`src/rtl/assert_macros.svh`:
```
// Assertion macros used by the top-level RTL file of the colormap unit.
`ifndef ASSERT_MACROS_SVH
`define ASSERT_MACROS_SVH
`ifndef SYNTHESIS
// Same-cycle implication, checked while reset is released.
`define VCP_ASSERT_IMP(lbl, clk, rst_n, ante, cons, msg) \
  lbl: assert property (@(posedge clk) disable iff (!rst_n) (ante) |-> (cons)) \
    else $error(msg);
// Next-cycle implication, checked while reset is released.
`define VCP_ASSERT_NXT(lbl, clk, rst_n, ante, cons, msg) \
  lbl: assert property (@(posedge clk) disable iff (!rst_n) (ante) |=> (cons)) \
    else $error(msg);
`else
`define VCP_ASSERT_IMP(lbl, clk, rst_n, ante, cons, msg)
`define VCP_ASSERT_NXT(lbl, clk, rst_n, ante, cons, msg)
`endif
`endif

```
`src/rtl/vcp_pkg.sv`:
```
// Shared types, widths and Q8.24 coefficients of the viridis colormap unit.
package vcp_pkg;

  // Clamped position is Q16 in [0, 65536].
  localparam int TW     = 17;
  // Horner accumulator, signed Q24; the partial sums stay below 2^33.
  localparam int ACCW   = 34;
  // Product of accumulator and signed position.
  localparam int PRODW  = ACCW + TW + 1;
  localparam int CH     = 3;
  localparam int DEGREE = 6;
  localparam int LVLW   = 16;

  localparam logic [TW-1:0] ONE_Q16 = TW'(65536);

  typedef logic [TW-1:0]          pos_t;
  typedef logic signed [ACCW-1:0] acc_t;
  typedef acc_t                   acc_arr_t [CH];
  typedef logic [LVLW-1:0]        lvl_t;
  typedef lvl_t                   lvl_arr_t [CH];

  // Coefficient row for one power of t, channel order red, green, blue.
  function automatic acc_arr_t coef_row(input logic [2:0] power);
    acc_arr_t row;
    case (power)
      3'd0: row = '{34'sd4659491,   34'sd90720,     34'sd5605265};
      3'd1: row = '{34'sd1763169,   34'sd23565505,  34'sd23229568};
      3'd2: row = '{-34'sd5550940,  34'sd3604544,   34'sd1595432};
      3'd3: row = '{-34'sd77749486, -34'sd97292770, -34'sd324344538};
      3'd4: row = '{34'sd104493030, 34'sd237899805, 34'sd951109646};
      3'd5: row = '{34'sd80134443,  -34'sd230605273, -34'sd1096441945};
      3'd6: row = '{-34'sd91191817, 34'sd77944473,  34'sd441449410};
      default: row = '{default: '0};
    endcase
    return row;
  endfunction

endpackage

```
`src/rtl/vcp_horner_stage.sv`:
```
// One Horner step for all three channels: acc = round(acc * t) + coefficient.
module vcp_horner_stage (
  input  logic                 clk,
  input  logic                 rst_n,
  input  logic                 valid_i,
  output logic                 ready_o,
  input  vcp_pkg::pos_t        t_i,
  input  vcp_pkg::acc_arr_t    acc_i,
  input  vcp_pkg::acc_arr_t    coef_i,
  output logic                 valid_o,
  input  logic                 ready_i,
  output vcp_pkg::pos_t        t_o,
  output vcp_pkg::acc_arr_t    acc_o
);

  logic              valid_r;
  vcp_pkg::pos_t     t_r;
  vcp_pkg::acc_arr_t acc_r;
  vcp_pkg::acc_arr_t acc_nxt;
  logic signed [vcp_pkg::TW:0] t_s;

  // The stage takes a new transfer when empty or when its content moves on.
  assign ready_o = !valid_r || ready_i;
  assign t_s     = $signed({1'b0, t_i});

  // Multiply, round half up to Q24 (floor after adding 2^15), add the coefficient.
  always_comb begin
    logic signed [vcp_pkg::PRODW-1:0] prod;
    logic signed [vcp_pkg::PRODW-1:0] shifted;
    for (int c = 0; c < vcp_pkg::CH; c++) begin
      prod       = acc_i[c] * t_s;
      shifted    = (prod + vcp_pkg::PRODW'(32768)) >>> 16;
      acc_nxt[c] = $signed(shifted[vcp_pkg::ACCW-1:0]) + coef_i[c];
    end
  end

  always_ff @(posedge clk) begin
    if (!rst_n) begin
      valid_r <= 1'b0;
    end else if (ready_o) begin
      valid_r <= valid_i;
    end
  end

  always_ff @(posedge clk) begin
    if (valid_i && ready_o) begin
      t_r   <= t_i;
      acc_r <= acc_nxt;
    end
  end

  assign valid_o = valid_r;
  assign t_o     = t_r;
  assign acc_o   = acc_r;

endmodule

```
`config.mk`:
```
export PLATFORM = sky130hd
export DESIGN_NAME = vcp_horner_stage
export DESIGN_NICKNAME = d
export VERILOG_FILES = /design/src/rtl/assert_macros.svh /design/src/rtl/vcp_pkg.sv /design/src/rtl/vcp_horner_stage.sv
export SDC_FILE = /design/constraint.sdc
export NUM_CORES = 2
export LEC_CHECK = 0
export BUFFER_PORTS_ARGS = -buffer_cell sky130_fd_sc_hd__buf_2
export CAP_MARGIN = 20
export CORE_ASPECT_RATIO = 1.25
export CORE_MARGIN = 5
export CORE_UTILIZATION = 45
export CTS_CLUSTER_DIAMETER = 200
export DETAILED_ROUTE_END_ITERATION = 16
export SLEW_MARGIN = 20
export SYNTH_ARGS = -nofsm -noshare
export SYNTH_HDL_FRONTEND = slang
export SYNTH_SLANG_ARGS = --single-unit
```
`constraint.sdc`:
```
create_clock -name clk -period 26.9 [get_ports clk]
set_input_delay 4.035 -clock clk [delete_from_list [all_inputs] [get_ports clk]]
set_output_delay 4.035 -clock clk [all_outputs]
set_load 0.005 [all_outputs]
```
---- Yosys cells after proc, flatten, opt, wreduce, memory -nomap -nowiden ----
Cells that the tools add are included.
storage, ports and cells
  register bits after elaboration ......... 120
  input bits .............................. 225
  logic and storage cells ................. 17
cells by class
  $add $sub $neg .......................... 6
  $mul .................................... 3
  reductions and logical operators ........ 3
operators by type and width
  operator                                        number
  adder 50 x 17 -> 50 bit, second input constant  3
  multiplier 34 x 18 -> 50 bit                    3
  adder 34 bit                                    3
  logical AND 1 bit                               1
  zero test 1 bit                                 1
  logical OR 1 bit                                1

---- Depth between registers and ports, before layout ----
  word-level depth ........................ 3
  mapped depth ............................ 37
  gate-level depth less buffers ........... 35

---- Least setup slack after synthesis ----
Ideal clock, no wire load.
  path kind ............................... input -> register
  from .................................... input t_i[3]
  to ...................................... register acc_r, in the netlist acc_o[32], data pin
  library setup time ...................... 258 ps
  arrival time ............................ 11548 ps
  data required time ...................... 26642 ps
  path slack .............................. 15095 ps
  cell stages on the path ................. 34
  path through ............................ buf_4 -> clkbuf_1 -> clkbuf_1 -> nand2_1 -> fa_1 -> inv_1 -> fa_1 -> inv_1 -> fa_1 -> fa_1 -> inv_1 -> fa_1 -> fa_1 -> ha_1 -> nand3_1 -> a21oi_1 -> o2111ai_2 -> a31oi_1 -> o21ai_0 -> a21boi_0 -> o21a_1 -> o21ai_0 -> xnor2_1 -> ha_1 -> nand3_1 -> o21bai_1 -> a2111oi_0 -> o22ai_1 -> a21oi_1 -> o22ai_1 -> o211a_1 -> o21bai_1 -> a21oi_1 -> xnor2_1
RTL lines
  item                  RTL line                source
  from (decl)           vcp_horner_stage.sv:7   input vcp_pkg::pos_t t_i,
  to (signal assigned)  vcp_horner_stage.sv:48  acc_r <= acc_nxt;
  to (decl)             vcp_horner_stage.sv:18  vcp_pkg::acc_arr_t acc_r;

==> metrics.md <==
| Metric | Value |
|---|---|
| Maxcap violations | 0 |
| Clock buffer depth | 2 |
| Fin crit period | 13530 ps |
| First-pass GRT wire length | a little under 300000 um |
| Top post-synthesis cells by area | fa_1 48%, ha_1 10%, inv_1 10%, and2_1 9.7%, edfxtp_1 5.3% |
| All-Layer GR Usage | 23.7% |
| Startpoint Class | input pin |
| Register clock-pin slew on the reported worst setup and hold paths | 70 ps |
| Req. time, crit path | 27200 ps |
| Hold crit path type | flop to flop |
| CTS tree | built |
| Top cell by count, worst path | fa_1 |
| Final Hold Fails | 0 |
| Number of global-route vias before repair | 53300 |
| DRC viols | 0 |
| Largest net degree at the start of global routing | 70 |
| Critical path arrival | 13830 ps |
| PostCTS Resize Cnt | 0 |
| Core Box Area | roughly 0.15 sq mm |
| P&R area growth vs syn | 5.78% |
| Via count | 47800 |
| Crit path max fanout | 56 |
| Status | finished, final reports clean |
| Fmax | 73.9 MHz |
| Synthesized area | ~0.067 sq mm |
| Slowest CP cell | buf_4 |
| Yosys warns | 0 |
| Final ANT Viol Nets | 0 |
| FP Rows | 158 |
| Count of different cell masters after synthesis | 77 |
| Tcrit/Tclk final | 50.3% |
| Top-count cell post-synth | inv_1 |
| Slew headroom | 36.2% |
| Unrepaired setup endpoints after global routing | no |
| Synthesized area per cell | ~9 sq um |
| Syn Inst Count | roughly 7200 |
| Die Y | 442 um |
| EDFF count, synth | 119 |
| Pre-antenna DRT Iters | 5 |
| Most instantiated cells after synthesis | 1820 x inv_1, 1617 x fa_1, 1042 x and2_1 |
| Share of cells above drive strength 1 | 5.97% |
| Number of synthesized register bits | between 100 and 150 |
| Post-CTS Hold Buffers | 0 |
| CTS H-tree lvls | 4 |
| Drt first-iter violations | 2171 |
| I/O Buffers | 345 |
| CTS Buf Count | 17 |
| Measured slew at the worst slew-check pin | 957 ps |
| Initial core utilization | 45.2% |
| Largest delay share family, worst path | compound AO/OA/AOI/OAI gates |
| Post-CTS Setup Repair Bufs | 0 |
| Post-Syn Nets | 9627 |
| Cell taking the most area after synthesis | fa_1 |
| Die Wd | about 360 um |
| Nets | 9716 |
| Final HPWL DP | between 100000 and 150000 um |
| Post-detailed-routing wire length | 179000 um |
| Clock Latency Late Sink | 540 ps |
| Skew final | 12.0 ps |
| Critical path type | input pin to flop |
| Vias/cell | slightly above 5 |
| Largest stage delay, worst path | 750 ps |
| Post-synth ARST share | 0% |
| Routability Congestion | a little under 0.9 |
| Die area | 0.157 sq mm |
| CTS Sinks | 120 |
| Final number of setup-violating endpoints | 0 |
| CTS root buffer | clkbuf_16 |
| Top-Level Pins | about 350 |
| DR WL/cell | 19.3 um |
| Seq/Total Area, Yosys | 5.36% |
| Setup TNS | 0 ps |
| Grt ovf | 0 |
| Yosys top cell area share | approximately half |
| Initial antenna violation count | 37 |
| Main flop type after synthesis | edfxtp_1 |
| Pins over their slew limit | 0 |
| Crit end category | flop |
| Critical path buffers and inverters | 5 |
-- registers in the layout (all words and copies together), names as in the netlist --
signal	flops
acc_o	102
t_o	17
valid_o	1
-- worst min-delay path: stages, from the launching register on --
cell and delay, ps:
dfxtp_1 310, nand2b_1 100, a21boi_0 80
-- cells in the final DEF, fill, tap and decap left out, types with 86 or more instances in the layout --
cell      Yosys  layout
inv_1      1820    1820
fa_1       1617    1617
and2_1     1042    1041
nand2_1     767     767
ha_1        546     546
buf_2         2     330
a21oi_1     159     159
xnor2_1     149     149
edfxtp_1    119     119
nor2_1      106     106
a21o_1       86      86
o21ai_0      86      86
-- per-layer routing --
layer	part of all wire, %	global-route usage, %	up-vias	wire length (um)
li1	-	-	21400	-
met1	39	29.0	25000	70600
met2	52	43.1	1136	93800
met3	4.8	3.36	304	8570
met4	3.3	7.86	14	5880
met5	0.050	0	-	90
-- cells by family after synthesis --
family,synth area share [%]
xor gates and xnor gates,2.89
and+or+nand+nor,16.2
DFF,5.36
buffers and inverters,11.9
AOI/OAI and AO/OA,5.21
adders and majority gates,58.5
-- final cells by class --
type | count | area (sq um)
flip-flops and latches | 120 | 3590
repair buffers | 368 | 1940
clock inverters | 12 | 140
clock buffers | 20 | 447
fillers | 14300 | 77400
inverters | 1820 | 6830
multi-input cells | 5001 | 55500
diodes | 25 | 62.6
well taps | 1920 | 2400
-- per-stage QoR --
step | setup WS, ps | utilization, % | cells | hold slack (ps) | cell area [sq um]
finish | 13370 | 47.8 | 9286 | 531 | 70900
global route | 12860 | 47.8 | 9267 | 573 | 70900
detailed placement | 12940 | 47.4 | 9229 | 531 | 70300
floorplan | 15090 | - | 7239 | 537 | 67000
global placement | 13070 | 47.4 | 9229 | 509 | 70300
CTS | 13570 | 47.8 | 9261 | 541 | 70900
-- path summary, 6_finish.rpt --
| kind | startpoint | depth (start not counted) | slack [ps] | to |
|---|---|---|---|---|
| max | t_i[9] | 33 | 13370 | acc_o[32] |
| min | valid_o | 2 | 530 | valid_o |
| max reg2reg | valid_o | 3 | 24970 | acc_o[79] |
| min reg2reg | valid_o | 2 | 530 | valid_o |
Power is not shown: default switching activity piles up to over one toggle a cycle in this logic, so the estimate is an artifact.
