==> src/rtl/assert_macros.svh <==
// Assertion macros used by the top-level RTL file of the colormap unit.
`ifndef ASSERT_MACROS_SVH
`define ASSERT_MACROS_SVH
`ifndef SYNTHESIS
// Same-cycle implication, checked while reset is released.
`define VCP_ASSERT_IMP(lbl, clk, rst_n, ante, cons, msg) \
  lbl: assert property (@(posedge clk) disable iff (!rst_n) (ante) |-> (cons)) \
    else $error(msg);
// Next-cycle implication, checked while reset is released.
`define VCP_ASSERT_NXT(lbl, clk, rst_n, ante, cons, msg) \
  lbl: assert property (@(posedge clk) disable iff (!rst_n) (ante) |=> (cons)) \
    else $error(msg);
`else
`define VCP_ASSERT_IMP(lbl, clk, rst_n, ante, cons, msg)
`define VCP_ASSERT_NXT(lbl, clk, rst_n, ante, cons, msg)
`endif
`endif

==> src/rtl/vcp_pkg.sv <==
// Shared types, widths and Q8.24 coefficients of the viridis colormap unit.
package vcp_pkg;

  // Clamped position is Q16 in [0, 65536].
  localparam int TW     = 17;
  // Horner accumulator, signed Q24; the partial sums stay below 2^33.
  localparam int ACCW   = 34;
  // Product of accumulator and signed position.
  localparam int PRODW  = ACCW + TW + 1;
  localparam int CH     = 3;
  localparam int DEGREE = 6;
  localparam int LVLW   = 16;

  localparam logic [TW-1:0] ONE_Q16 = TW'(65536);

  typedef logic [TW-1:0]          pos_t;
  typedef logic signed [ACCW-1:0] acc_t;
  typedef acc_t                   acc_arr_t [CH];
  typedef logic [LVLW-1:0]        lvl_t;
  typedef lvl_t                   lvl_arr_t [CH];

  // Coefficient row for one power of t, channel order red, green, blue.
  function automatic acc_arr_t coef_row(input logic [2:0] power);
    acc_arr_t row;
    case (power)
      3'd0: row = '{34'sd4659491,   34'sd90720,     34'sd5605265};
      3'd1: row = '{34'sd1763169,   34'sd23565505,  34'sd23229568};
      3'd2: row = '{-34'sd5550940,  34'sd3604544,   34'sd1595432};
      3'd3: row = '{-34'sd77749486, -34'sd97292770, -34'sd324344538};
      3'd4: row = '{34'sd104493030, 34'sd237899805, 34'sd951109646};
      3'd5: row = '{34'sd80134443,  -34'sd230605273, -34'sd1096441945};
      3'd6: row = '{-34'sd91191817, 34'sd77944473,  34'sd441449410};
      default: row = '{default: '0};
    endcase
    return row;
  endfunction

endpackage

==> src/rtl/vcp_out_stage.sv <==
// Output register: clamps each channel to [0,1] and scales it to a 16-bit level.
module vcp_out_stage (
  input  logic              clk,
  input  logic              rst_n,
  input  logic              valid_i,
  output logic              ready_o,
  input  vcp_pkg::acc_arr_t acc_i,
  output logic              valid_o,
  input  logic              ready_i,
  output vcp_pkg::lvl_arr_t lvl_o
);

  localparam int VW = 25;

  logic              valid_r;
  vcp_pkg::lvl_arr_t lvl_r;
  vcp_pkg::lvl_arr_t lvl_nxt;

  assign ready_o = !valid_r || ready_i;

  // level = floor((v * 65535 + 2^23) / 2^24), with v * 65535 = (v << 16) - v.
  always_comb begin
    logic [VW-1:0] v;
    logic [40:0]   wide;
    for (int c = 0; c < vcp_pkg::CH; c++) begin
      if (acc_i[c] < 0) begin
        v = '0;
      end else if (acc_i[c] > vcp_pkg::ACCW'(1 << 24)) begin
        v = VW'(1 << 24);
      end else begin
        v = acc_i[c][VW-1:0];
      end
      wide       = {v, 16'b0} - 41'(v) + 41'(1 << 23);
      lvl_nxt[c] = wide[39:24];
    end
  end

  always_ff @(posedge clk) begin
    if (!rst_n) begin
      valid_r <= 1'b0;
    end else if (ready_o) begin
      valid_r <= valid_i;
    end
  end

  always_ff @(posedge clk) begin
    if (valid_i && ready_o) begin
      lvl_r <= lvl_nxt;
    end
  end

  assign valid_o = valid_r;
  assign lvl_o   = lvl_r;

endmodule

==> config.mk <==
export PLATFORM = sky130hd
export DESIGN_NAME = vcp_out_stage
export DESIGN_NICKNAME = d
export VERILOG_FILES = /design/src/rtl/assert_macros.svh /design/src/rtl/vcp_pkg.sv /design/src/rtl/vcp_out_stage.sv
export SDC_FILE = /design/constraint.sdc
export NUM_CORES = 1
export LEC_CHECK = 0
export BUFFER_PORTS_ARGS = -buffer_cell sky130_fd_sc_hd__buf_2
export CAP_MARGIN = 25
export CELL_PAD_IN_SITES_DETAIL_PLACEMENT = 0
export CELL_PAD_IN_SITES_GLOBAL_PLACEMENT = 2
export CORE_ASPECT_RATIO = 1.4
export CORE_MARGIN = 5
export CORE_UTILIZATION = 35
export DETAILED_ROUTE_END_ITERATION = 8
export PLACE_DENSITY_LB_ADDON = 0.1
export SETUP_SLACK_MARGIN = 0.4
export SYNTH_ARGS = -nofsm -noshare
export SYNTH_HDL_FRONTEND = slang
export SYNTH_SLANG_ARGS = --single-unit
==> constraint.sdc <==
create_clock -name clk -period 7.25 [get_ports clk]
set_input_delay 0.3625 -clock clk [delete_from_list [all_inputs] [get_ports clk]]
set_output_delay 0.3625 -clock clk [all_outputs]
set_load 0.05 [all_outputs]
# Word level (Yosys, flattened, before mapping)
# Cells that the tools add are included.
[classes]
n_reduce_logical = 3
muxes = 6
n_addsub = 6
order_cmp = 6
[ops]
columns = ["operator", "count"]
rows = [
  ["25-bit two-way mux", 6],
  ["40-bit by 24-bit adder with 40-bit output (second input constant)", 3],
  ["40-bit by 25-bit subtractor with 40-bit output", 3],
  ["34-bit by 26-bit greater-than comparator with 1-bit output (second input constant)", 3],
  ["34-bit by 1-bit < comparator with 1-bit output (second input constant)", 3],
  ["1-bit logical AND", 1],
  ["1-bit zero test", 1],
  ["1-bit logical OR", 1],
]
[word_totals]
elab_cells = 25
register_bits = 49
out_inout_bits = 50
inputBits = 106

# Logic depth before layout (Yosys ltp)
# Gate-level depths: netlist of the first run.
[logic_depth]
ltp_word = 5
depth_mapped = 20
depth_no_buf = 18

# Worst setup path before layout of the first run
# No wires, ideal clock.
[synth_path]
kind = "input to register"
start = "input acc_i[5] (netlist bit)"
end = "register lvl_r (netlist bit lvl_o[12]) (data pin)"
setup_slack_ps = 2156
arrival_time_ps = 4828
t_required_ps = 6985
n_path_buf = 2
setup_time_ps = 265
stages = 17
path_cell_list = "or4_4 > o41a_1 > nor2_1 > buf_2 > buf_1 > nand2_1 > ha_1 > ha_1 > a21oi_1 > o21ai_0 > a211o_1 > a221oi_2 > a31oi_1 > a211oi_1 > o21ai_2 > mux2i_1 > or3_1"
[synth_rtl]
columns = ["element", "line_no", "rtl"]
rows = [
  ["start, declared", "vcp_out_stage.sv:7", "input vcp_pkg::acc_arr_t acc_i,"],
  ["end signal, assigned", "vcp_out_stage.sv:48", "lvl_r <= lvl_nxt;"],
  ["end, declared", "vcp_out_stage.sv:16", "vcp_pkg::lvl_arr_t lvl_r;"],
]

==> impl_metrics.csv, run 1 <==
group,metric,value,unit
yosys,syn-cell-area,6300,um2
yosys,synth_top_family_by_area,"simple AND/OR/NAND/NOR gates",
floorplan,die_h,169,um
power_and_ir_drop,power_frac_comb,24.5,%
yosys,synth_top_cell_area_share,22.9,%
route,vias,5961,
place,dpl.hpwl,15.6,mm
grt,antenna_found_initial,0,
critical_path,critical_path.most_common_cell,"ha_1",
grt,grtUsageTotal,17.7,%
layout,layout_commonest_cell,"buf_2",
critical_path,endpoint_kind,"flop",
critical_path,crit_fanout,18,
place,port_buffers,155,
critical_path,cp-start-kind,"input port",
layout,diodes,0,
route,drt-total-wl,18.4,mm
critical_path,path_buf_inv,1,
critical_path,r2r_cells,3,
clock_network,path_clk_slew,80,ps
power_and_ir_drop,vdd_drop_max,0.0778,mV
clock_network,root_buffer,"clkbuf_16",
power_and_ir_drop,pwr-share-clk,34.2,%
layout,finalNetCount,1116,
critical_path,worstPathArrival,5520,ps
clock_network,clkLatencyLatePin,290,ps
layout,post-route-util,42.0,%
run,cap_violations,0,
yosys,async_reset_ff_share,0,%
critical_path,crit_type,"input port to flop",
yosys,synth_cells,757,
critical_path,startpoint,"acc_i[17]",
yosys,ys_types,71,
power_and_ir_drop,cellLeakagePower,0.00365,uW
route,viasPerCell,5.21,
critical_path,timing.rr.start,"valid_o$_SDFFE_PN0N_",
clock_network,cts_buffers,5,
yosys,synth_xor_area_share,6.39,%
yosys,ys.flop_type,"edfxtp_1",
critical_path,required,7300,ps
grt,grt_max_degree,49,
clock_network,cts.path.max_buffers,2,
route,first_iter_violations,238,
critical_path,r2r_slack,5790,ps
layout,areaGrowthSynthToFinish,18.9,%
clock_network,cts.sink_count,49,
floorplan,fp-row-count,58,
timing,finClkSkew,5.79,ps
route,post-route-drc-count,0,
clock_network,ctsHoldBuffers,0,
clock_network,tritoncts,"built",
yosys,synth-seq-area-share,23.2,%
timing,fin_crit_sh,75.5,%
clock_network,post_cts_buffers,0,
timing,worstMarginPinSlew,951,ps
yosys,yosys.area_share.simple,23.5,%
power_and_ir_drop,swShare,31.0,%
yosys,muxShareOfSynthArea,0.635,%
critical_path,cpLargestDelayFamily,"compound AO/OA/AOI/OAI gates",
timing,rsz0062_at_grt,"false",
layout,layout_common_cells,"buf_2, ha_1, nand2_1",
floorplan,die_area,20800,um2
grt,grt_pass1_wl,29.9,mm
route,drt_first_pass_iters,4,
power_and_ir_drop,p_sw,253,uW
critical_path,slowest_delay,730,ps
yosys,synth-compound-area-share,19.9,%
route,ant_nets,0,
yosys,syn_nets,969,
power_and_ir_drop,power_density,109,nW/um2
grt,grt_overflow_total,0,
floorplan,core,17900,um2
place,gp_congestion,0.841,
critical_path,cp.depth,17,
timing,timing.fmax,0.183,GHz
floorplan,die_x,123,um
critical_path,critPathSlowestCell,"nor2_1",
worst_hold_path,min_path_type,"input port to flop",
route,wl_per_cell,16.0,um
grt,grt_pass1_vias,6320,
clock_network,cts_max_level,2,
timing,slew_headroom,36.4,%
floorplan,initial_core_util,35.3,%
timing,hold_violations,0,
power_and_ir_drop,p_int,563,uW
layout,drive_gt1_share,20.0,%
yosys,netlist_top_cells_area,"edfxtp_1, ha_1, nand2_1",
status,status,"finished, final reports clean",
yosys,synthAdderAreaFrac,21.0,%
yosys,syn_avg_cell_area,8.32,um2
critical_path,crit_end,"lvl_o[12]$_DFFE_PP_",
critical_path,r2r-end,"lvl_o[30]$_DFFE_PP_",
yosys,yosysTopAreaCell,"edfxtp_1",
place,place_inst,1137,
timing,setup_viol,0,
floorplan,ios,156,
timing,finalSetupTns,0,ps
timing,maxSlewViolCount,0,
critical_path,crit_chain,"buf_2 -> nor4_1 -> nand4_1 -> o41a_1 -> nor2_1 -> nand2_1 -> ha_1 -> ha_1 -> a21oi_1 -> o21ai_0 -> a211o_1 -> a221oi_2 -> a31oi_1 -> a211oi_1 -> o21ai_2 -> mux2i_1 -> or3_1",
clock_network,cts_resized,0,
yosys,ys_ff_latch,49,
timing,min_period,5470,ps
yosys,synth_edf_count,48,
power_and_ir_drop,seqPwrFrac,41.3,%
layout,fin_cells,1145,
yosys,yosys_warnings,0,
[power groups by stage]
stage	sequential, uW	combinational (uW)	clock (uW)
finish	337	200	279
global route	339	216	299
CTS	337	203	289
detailed placement	344	202	0
global placement	344	202	0
floorplan	405	68.9	0
[metrics by stage]
stage,total power [uW],hold WS (ps),setup WS [ps],cell area [um2]
2_1_floorplan,474,501,2160,6300
3_3_place_gp,545,509,1630,7320
3_5_place_dp,546,536,1420,7320
4_1_cts,830,304,1730,7490
5_1_grt,855,320,1270,7490
6_report,817,312,1780,7490
[Yosys cell counts, types with 16 or more instances]
master	n
and2_1	23
xnor2_1	30
nor4_1	17
edfxtp_1	48
o21ai_0	23
inv_1	68
nand3_1	20
nand2_1	81
a21oi_1	46
nor2_1	56
ha_1	106
nor3_1	16
xor2_1	16
[worst min path at each step]
stage / from / to / cells after the start
floorplan: valid_i / valid_o$_SDFFE_PN0N_ / 2
global route: rst_n / valid_o$_SDFFE_PN0N_ / 2
detailed placement: valid_o$_SDFFE_PN0N_ / valid_o$_SDFFE_PN0N_ / 2
finish: rst_n / valid_o$_SDFFE_PN0N_ / 2
CTS: rst_n / valid_o$_SDFFE_PN0N_ / 2
global placement: valid_o$_SDFFE_PN0N_ / valid_o$_SDFFE_PN0N_ / 2
[sequential cells by signal, summed over array words and instances (netlist names)]
signal / count
valid_o: 1
lvl_o: 48
[metal layers]
layer	global-route usage, %	vias up	wire (um)
li1	-	3068	-
met1	19.3	2743	7270
met2	35.1	131	9990
met3	2.11	19	783
met4	4.58	0	325
met5	0	-	0
[cell type report]
cell class,count,area [um2]
fillers,1887,10400
repair buffers,159,806
flip-flops and latches,49,1460
clock buffers,6,129
multi-input cells,621,4500
clock inverters,2,38.8
well taps,240,300
inverters,68,255
[cells by family (layout without fill, tap and decap cells)]
kind of cell	count (synthesis)	count (layout)
and+or+nand+nor	290	290
muxes	4	4
adders and majority gates	106	106
AOI/OAI and AO/OA	175	175
xor gates and xnor gates	46	46
DFF	49	49
buffers and inverters	87	235
(Power assumes the default switching activity.)
==> run 2, diff against run 1 <==
- CORE_UTILIZATION: 35 -> 32
- clock period: 7.25 -> 5.69 ns (I/O delays scaled with it)
==> run 2 against run 1 <==
Net effect:
- sequential power rose by 27%
- highest routed layer unchanged
- combinational power grew 29%
- hold slack got worse by 89 ps
- cell count is 1.1% higher
- via count grew 1.6%
- register-to-register slack got worse by 1600 ps
- first-iteration DRC count fell by 25%
- largest cell class unchanged
- flip-flop and latch count did not move
==> impl_metrics.csv, run 2 (synthesized netlist as in run 1, its figures left out) <==
group,metric,value,unit
route,wl_met1,7.55,mm
grt,grt_pass1_vias,6426,
clock_network,cts_resized,0,
route,wl_met3,903,um
critical_path,endpoint_kind,"flop",
grt,grt_overflow_total,0,
clock_network,root_buffer,"clkbuf_16",
layout,layout_common_cells,"buf_2, ha_1, nand2_1",
layout,finalNetCount,1121,
route,first_iter_violations,178,
run,cap_violations,0,
layout,layout_commonest_cell,"buf_2",
grt,grt_max_degree,49,
floorplan,ios,156,
power_and_ir_drop,vdd_drop_max,0.0914,mV
timing,holdWs,223,ps
layout,drive_gt1_share,20.5,%
timing,finClkSkew,8.23,ps
timing,rsz0062_at_grt,"false",
floorplan,initial_core_util,32.7,%
timing,min_period,4860,ps
layout,largest_register_ffs,48,
timing,worst_slack,830,ps
floorplan,core,19300,um2
clock_network,path_clk_slew,80,ps
layout,regArea,1460,um2
power_and_ir_drop,power,1060,uW
route,ant_nets,0,
timing,fin_crit_sh,85.4,%
route,wl_met2,9.96,mm
timing,maxSlewViolCount,0,
route,post-route-drc-count,0,
route,vias,6058,
floorplan,die_h,176,um
route,drt_first_pass_iters,5,
critical_path,crit_fanout,20,
place,dp_slack,500,ps
route,wl_per_cell,16.5,um
route,top_layer,"met4",
clock_network,cts.path.max_buffers,2,
place,gp_congestion,0.860,
power_and_ir_drop,cellLeakagePower,0.00368,uW
critical_path,crit_type,"input port to flop",
timing,slew_headroom,55.6,%
timing,timing.fmax,0.206,GHz
timing,finalSetupTns,0,ps
status,status,"finished, final reports clean",
clock_network,post_cts_buffers,0,
critical_path,worstPathArrival,4910,ps
place,dpl.hpwl,16.2,mm
clock_network,cts_max_level,2,
floorplan,fp-row-count,60,
layout,areaGrowthSynthToFinish,19.8,%
floorplan,die_area,22600,um2
clock_network,cts_buffers,5,
timing,worstMarginPinSlew,657,ps
layout,post-route-util,39.1,%
clock_network,ctsHoldBuffers,0,
grt,grtUsageTotal,16.6,%
route,viasPerCell,5.23,
worst_hold_path,min_path_type,"input port to flop",
route,drt-total-wl,19.1,mm
clock_network,cts.sink_count,49,
critical_path,cp-start-kind,"input port",
clock_network,clkLatencyLatePin,300,ps
timing,setup_viol,0,
critical_path,required,5740,ps
floorplan,die_x,129,um
timing,hold_violations,0,
grt,antenna_found_initial,0,
power_and_ir_drop,power_density,140,nW/um2
clock_network,tritoncts,"built",
grt,grt_pass1_wl,30.8,mm
layout,diodes,0,
layout,multi_input_area,4500,um2
place,port_buffers,155,
layout,fill_cells,2011,
## run 2: cell count changes in the layout (fill, tap and decap cells not counted)
cell        change
clkbuf_1        -1
clkinv_4        -1
clkbuf_8        +1
clkinvlp_4      +1
buf_4           +5
## run 2: final cells by class
type	count	area share, %
Multi-Input combinational cell	621	59.6
Sequential cell	49	19.4
Timing Repair Buffer	164	11.2
Tap cell	248	4.11
Inverter	68	3.38
Clock buffer	6	1.84
Clock inverter	2	0.497
## run 2: through the flow
stage,cell area (um2),cells
final,7550,1158
after global routing,7550,1158
after CTS,7550,1158
after detailed placement,7370,1150
after global placement,7370,1150
after floorplan,6300,757
## run 2: path summary, 6_finish.rpt
| path | endpoint | slack [ps] | cells after the start | start |
|---|---|---|---|---|
| worst min register to register | valid_o$_SDFFE_PN0N_ | 530 | 2 | valid_o$_SDFFE_PN0N_ |
| worst max register to register | lvl_o[30]$_DFFE_PP_ | 4220 | 3 | valid_o$_SDFFE_PN0N_ |
| worst min-delay path | valid_o$_SDFFE_PN0N_ | 220 | 2 | rst_n |
| worst max-delay path | lvl_o[12]$_DFFE_PP_ | 830 | 17 | acc_i[5] |
## run 2: where the power goes
part / leakage (uW) / internal, uW / total [uW] / switching (uW)
Sequential: 0.000468 / 424 / 429 / 5.59
Combinational: 0.00313 / 85.9 / 258 / 172
Clock: 0.0000831 / 220 / 369 / 149
## run 2: worst max-delay path, stage by stage
cell	delay [ps]
buf_2	120
or4_4	540
o41a_1	420
nor2_1	140
buf_4	250
nand2_1	130
ha_1	320
ha_1	310
a21oi_1	250
o21ai_0	130
a211o_1	310
a221oi_2	330
a31oi_1	290
a211oi_1	460
o21ai_2	120
mux2i_1	120
or3_1	380
## run 2: routing by layer
metal | vias up | global-route usage [%]
met1 | 2796 | 18.1
li1 | 3075 | -
met5 | - | 0
met2 | 154 | 31.5
met4 | 0 | 6.61
met3 | 33 | 2.91
